--- config.mk ---
export PLATFORM = sky130hd
export DESIGN_NAME = olt_wrap
export DESIGN_NICKNAME = d
export VERILOG_FILES = /design/src/hdl/olt_pkg.sv /design/src/hdl/olt_wrap.sv
export SDC_FILE = /design/constraint.sdc
export NUM_CORES = 1
export LEC_CHECK = 0
export ABC_AREA = 1
export BUFFER_PORTS_ARGS = -buffer_cell sky130_fd_sc_hd__buf_2
export CORE_ASPECT_RATIO = 0.6
export CORE_MARGIN = 2
export CORE_UTILIZATION = 59
export CTS_CLUSTER_SIZE = 14
export DETAILED_ROUTE_END_ITERATION = 8
export GPL_ROUTABILITY_DRIVEN = 0
export GPL_TIMING_DRIVEN = 0
export PLACE_DENSITY = 0.81
export SETUP_SLACK_MARGIN = 0.15
export SLEW_MARGIN = 5
export SYNTH_ARGS = -nofsm -noshare
export SYNTH_HDL_FRONTEND = slang
export SYNTH_SLANG_ARGS = --single-unit
--- constraint.sdc ---
create_clock -name clk -period 2.1 [get_ports clk]
set_input_delay 0.42 -clock clk [delete_from_list [all_inputs] [get_ports clk]]
set_output_delay 0.42 -clock clk [all_outputs]
set_load 0.02 [all_outputs]
--- src/hdl/olt_pkg.sv ---
// shared constants, command/status codes and types for the ordered list table
// no dependencies; compiled first
package olt_pkg;

  localparam int DEPTH  = 256;
  localparam int DATA_W = 32;
  localparam int ADDR_W = $clog2(DEPTH);
  localparam int CNT_W  = ADDR_W + 1;
  localparam int IDX_W  = 16;
  localparam int STEP_W = $clog2(IDX_W);

  typedef enum logic [1:0] {
    CMD_ADD    = 2'd0,
    CMD_GET    = 2'd1,
    CMD_FIND   = 2'd2,
    CMD_REMOVE = 2'd3
  } cmd_t;

  typedef enum logic [1:0] {
    ST_OK      = 2'd0,
    ST_EMPTY   = 2'd1,
    ST_FULL    = 2'd2,
    ST_MISSING = 2'd3
  } status_t;

  typedef enum logic [2:0] {
    S_IDLE,
    S_WRAP,
    S_GET,
    S_FIND,
    S_REM,
    S_RESP
  } state_t;

  // request to the index wrap unit
  typedef struct packed {
    logic [IDX_W-1:0] index;
    logic [CNT_W-1:0] len;
  } wrap_req_t;

endpackage

--- src/hdl/olt_wrap.sv ---
// index wrap unit: signed index modulo list length, one quotient bit per cycle
// depends on olt_pkg
module olt_wrap import olt_pkg::*; (
  input  logic              clk,
  input  logic              rst,
  input  logic              start,
  input  wrap_req_t         req,
  output logic              done,
  output logic [ADDR_W-1:0] pos
);

  logic              busy;
  logic [STEP_W-1:0] step;
  logic [IDX_W-1:0]  mag;
  logic [CNT_W-1:0]  rem;
  logic [CNT_W-1:0]  len;
  logic              neg;
  logic [CNT_W:0]    shifted;
  logic [CNT_W-1:0]  rem_next;
  logic [CNT_W-1:0]  wrapped;

  // restoring remainder step
  always_comb begin
    shifted = {rem, mag[IDX_W-1]};
    if (shifted >= {1'b0, len}) begin
      rem_next = CNT_W'(shifted - {1'b0, len});
    end else begin
      rem_next = shifted[CNT_W-1:0];
    end
  end

  // control
  always_ff @(posedge clk) begin
    if (rst) begin
      busy <= 1'b0;
      done <= 1'b0;
      step <= '0;
    end else begin
      done <= busy && (step == STEP_W'(IDX_W - 1));
      if (start) begin
        busy <= 1'b1;
        step <= '0;
      end else if (busy) begin
        step <= step + 1'b1;
        if (step == STEP_W'(IDX_W - 1)) begin
          busy <= 1'b0;
        end
      end
    end
  end

  // datapath: magnitude of the index and running remainder
  always_ff @(posedge clk) begin
    if (start) begin
      neg <= req.index[IDX_W-1];
      mag <= req.index[IDX_W-1] ? (~req.index + 1'b1) : req.index;
      len <= req.len;
      rem <= '0;
    end else if (busy) begin
      mag <= {mag[IDX_W-2:0], 1'b0};
      rem <= rem_next;
    end
  end

  // negative index counts back from the end; an exact multiple wraps to 0
  assign wrapped = (neg && (rem != '0)) ? (len - rem) : rem;
  assign pos     = wrapped[ADDR_W-1:0];

endmodule

# Word level (Yosys, flattened, before mapping)

Cells that the tools add are included.

Flip-flop bits (word level): 41
Bits in latches: 0
RAM bits: 0
ROM bits: 0
Bits of input ports: 28
Output and inout port bits: 9
Logic and storage cells: 27
Memories kept: 0

$add $sub $neg: 4
Multiply operators: 0
Div/mod/pow operators: 0
Magnitude comparators: 1
Equality and inequality tests: 1
Shift-type cells: 0
Multiplexer cells: 8
Bitwise operators: 1
Reductions and logical operators: 5

Operator list:

| kind                                           | number |
|---|---|
| 2-to-1 mux 16 bit                              | 3 |
| adder 16 x 1 -> 16 bit (second input constant) | 1 |
| inverter 16 bit                                | 1 |
| greater-or-equal comparator 10 x 9 -> 1 bit    | 1 |
| 2-to-1 mux 9 bit                               | 1 |
| nonzero test 9 bit                             | 1 |
| subtractor 9 bit                               | 1 |
| 2-to-1 mux 8 bit                               | 1 |
| subtractor 8 bit                               | 1 |
| adder 4 x 1 -> 4 bit (second input constant)   | 1 |
| == test 4 bit (second input constant)          | 1 |
| 2-to-1 mux 1 bit                               | 3 |
| logical AND 1 bit                              | 2 |
| nonzero test 2 bit                             | 1 |
| OR reduction 2 bit                             | 1 |

# Depth between registers and ports, before layout

Depth in word-level cells: 4
Depth in mapped cells: 13
Gate-level depth less buffers: 13

# Worst setup path before layout

Ideal clock, no wire load.

Path kind: register -> output
Start: reg rem[0]
End: out pos[4]
Arrival: 1870 ps
Data required time: 1680 ps
Setup slack: -190 ps
Cell stages (with the launch flop): 8
Buffers on the path: 0
Cell sequence: dfxtp_1 > ha_1 > inv_1 > fa_1 > a21oi_1 > o21ai_0 > xnor2_1 > o21ai_0

Longest elaborated chain between the ends: 3
Elaborated cells between the ends (all ways): 4
Those cells by class: add/sub: 1; mux: 1; reduce/logical: 2

Ends and longest elaborated chain:

| what                                                                     | line           | source |
|---|---|---|
| start: declaration                                                       | olt_wrap.sv:15 | `logic [CNT_W-1:0] rem;` |
| start signal: assignment                                                 | olt_wrap.sv:61 | `rem <= rem_next;` |
| parallel branches: the longest is 2 deep, another holds subtractor 8 bit | -              |  |
| 2-to-1 mux 8 bit (*)                                                     | olt_wrap.sv:66 | `assign wrapped = (neg && (rem != '0)) ? (len - rem) : rem;` |
| end: declaration                                                         | olt_wrap.sv:9  | `output logic [ADDR_W-1:0] pos` |

Every way passes the cells marked *.

# Final worst setup path

Start: reg len[0]
End: out pos[4]

Longest elaborated chain between the ends: 2

Ends and longest elaborated chain:

| what                     | line           | source |
|---|---|---|
| start: declaration       | olt_wrap.sv:16 | `logic [CNT_W-1:0] len;` |
| start signal: assignment | olt_wrap.sv:57 | `len <= req.len;` |
| subtractor 8 bit         | olt_wrap.sv:66 |  |
| 2-to-1 mux 8 bit         | olt_wrap.sv:66 |  |

No other way between the ends.

==> out/qor.yml <==
yosys.cell_types.count: 35
synth_area_per_cell_um2: 7.17
clock_sinks: 41
dieWidth_um: 95.7
drive_gt1_share_pct: 21.4
post_drt_wl_per_cell_um: 15.1
slew_headroom_pct: 58.2
fin_ws_ps: -352
syn-cell-area_um2: 2980
use_met2_pct: 42.0
fmax_mhz: 408
reg2reg_depth: 13
drc: 0
cp-start-kind: "flip-flop"
n_antenna_cell: 0
grt_max_degree: 17
hpwlAfterDp_um: 5720
cts.clk_slew.worst_paths_ps: 80
dieArea_um2: 5650
status: "finished with violations"
ant_nets: 0
slew_violations: 0
yosysWarnings: 0
use_met3_pct: 5.34
multiInputGateArea_um2: 1710
io_pins: 37
cp-end-kind: "output pin"
final_cells: 530
regToRegSetupSlack_ps: 70
htreeDepth: 2
syn-instance-count: 415
arrival_ps: 2030
ir_worst_vdd_v: 0.000426
leakage_nw: 1.79
ys_seq_area_share_pct: 36.3
firstDrtPassIters: 5
insertion_delay_ps: 300
grt_use_total_pct: 29.4
worst-path-max-fanout: 3
fin_area_um2: 3540
hp-class: "input pin to flip-flop"
seqCellArea_um2: 1090
failed_checks: "setup timing"
met1_usage_pct: 45.3
num_vias: 2970
grt_pass1_wl_um: 12600
hold_violations: 0
holdPathStages: 1
final.period_utilization_pct: 117
rows: 19
wirelength_um: 7990
antenna_found_initial: 0
initial_core_util_pct: 63.2
rsz0062_at_grt: "true"
critPathKind: "flip-flop to output pin"
fin_skew_ps: 8.40
required_ps: 1680
final.fill_count: 351
die-height_um: 59.0
place_inst: 514
postPlaceCellArea_um2: 3250
cts_tree: "yes"
final_nets: 514
synth_seq_cells: 41
power.density_nw_per_um2: 598
grt_overflow_total: 0
core_area_um2: 4710
area_growth_pct: 19.0
drt_iter0_drc: 264
via_per_inst: 5.60
setup_viol: 8
clock_path_buffers: 2
cap_violations: 0
top_usage_layer: "met1"
fin_total_pwr_mw: 2.12
portBuffers: 36
cts_root_buf: "clkbuf_8"
fin_crit_ps: 2450
cts_buffers: 5
tightestPinTransition_ps: 627
synth_nets: 463
first_global_vias: 2624
## metal layers
metal | up-vias | part of all wire, %
li1 | 1448 | -
met1 | 1331 | 46
met2 | 179 | 43
met3 | 12 | 9.8
met4 | 0 | 1.7
met5 | - | 0
## path summary, 6_finish.rpt
check,startpoint,to
max,len[0],pos[4]
min,req[4],len[4]
max reg2reg,len[0],rem[8]
min reg2reg,rem[6],rem[6]
## sequential cells by signal, summed over array words and instances, names as in the netlist
register / cells
busy: 1
done: 1
len: 9
mag: 16
neg: 1
rem: 9
step: 4
## cell usage in the layout, fill, tap and decap left out, drive strengths merged
master / n
xnor2: 7
nand4: 4
edfxtp: 26
fa: 2
xor2: 5
clkbuf: 9
inv: 66
or2: 4
nor4: 2
nor2: 32
ha: 18
nor3: 6
nand3: 49
dfxtp: 15
a31oi: 2
nand2: 126
a211oi: 2
a21boi: 1
nor3b: 1
a21oi: 11
o21ai: 21
buf: 48
o31ai: 1
nand3b: 2
bufinv: 1
a21o: 4
clkinv: 1
clkinvlp: 1
## cell families after synthesis
group           count (synthesis)  synth area share [%]
compound gates                 42                  7.94
flops                          41                  36.3
simple gates                  225                  33.3
buf+inv                        75                  9.96
fa+ha+maj                      20                  8.91
xor+xnor                       12                  3.53
## cell usage after synthesis (all sizes together)
master,instances,share of area [%]
xnor2,7,2.1
fa,2,1.3
a21oi,11,2.0
a31oi,2,0.42
nor3b,1,0.25
nand4,4,0.84
nor4,2,0.42
nand3b,2,0.50
nand2,125,16
buf,5,1.1
o21ai,21,3.5
inv,67,8.4
a21o,4,1.0
xor2,5,1.5
clkbuf,3,0.38
nand3,49,8.6
dfxtp,15,10
ha,18,7.6
edfxtp,26,26
nor2,32,4.5
o31ai,1,0.25
nor3,6,1.0
a21boi,1,0.25
or2,4,0.84
a211oi,2,0.50
## what timing repair did
action,4_1_cts,5_1_grt
endpoints found under the setup margin,27,17
gates resized for setup,26,11
pin swaps,4,2
gates cloned,0,1
setup buffers,3,4
hold buffers,0,0
## cell type report
class / instances / share of cell area [%]
multi-input cells: 300 / 48.3
flip-flops and latches: 41 / 30.9
inverters: 67 / 7.28
repair buffers: 43 / 6.96
well taps: 63 / 2.23
clock buffers: 6 / 2.05
plain buffers: 8 / 1.27
clock inverters: 2 / 0.989
## worst max-delay path, stage by stage (launching register included)
cell and delay [ps]:
edfxtp_1 430, inv_1 90, ha_1 160, inv_2 50, fa_2 370, a21oi_1 150
o21ai_1 90, xnor2_1 180, o21ai_2 60, buf_4 150
## metrics by stage
| stage | utilization [%] | setup WS [ps] | setup TNS (ps) | hold slack (ps) |
|---|---|---|---|---|
| 2_1_floorplan | - | 51.4 | 0 | 449 |
| 3_3_place_gp | 69.0 | -155 | -2620 | 463 |
| 3_5_place_dp | 69.0 | -219 | -3510 | 470 |
| 4_1_cts | 73.6 | -350 | -1520 | 291 |
| 5_1_grt | 75.3 | -429 | -2490 | 285 |
| 6_report | 75.3 | -352 | -1770 | 293 |
## where the power goes
group / switching, mW / internal, mW
sequential: 0.0369 / 0.925
clock: 0.283 / 0.353
combinational: 0.316 / 0.207
Power figures use the tool's default switching activity.
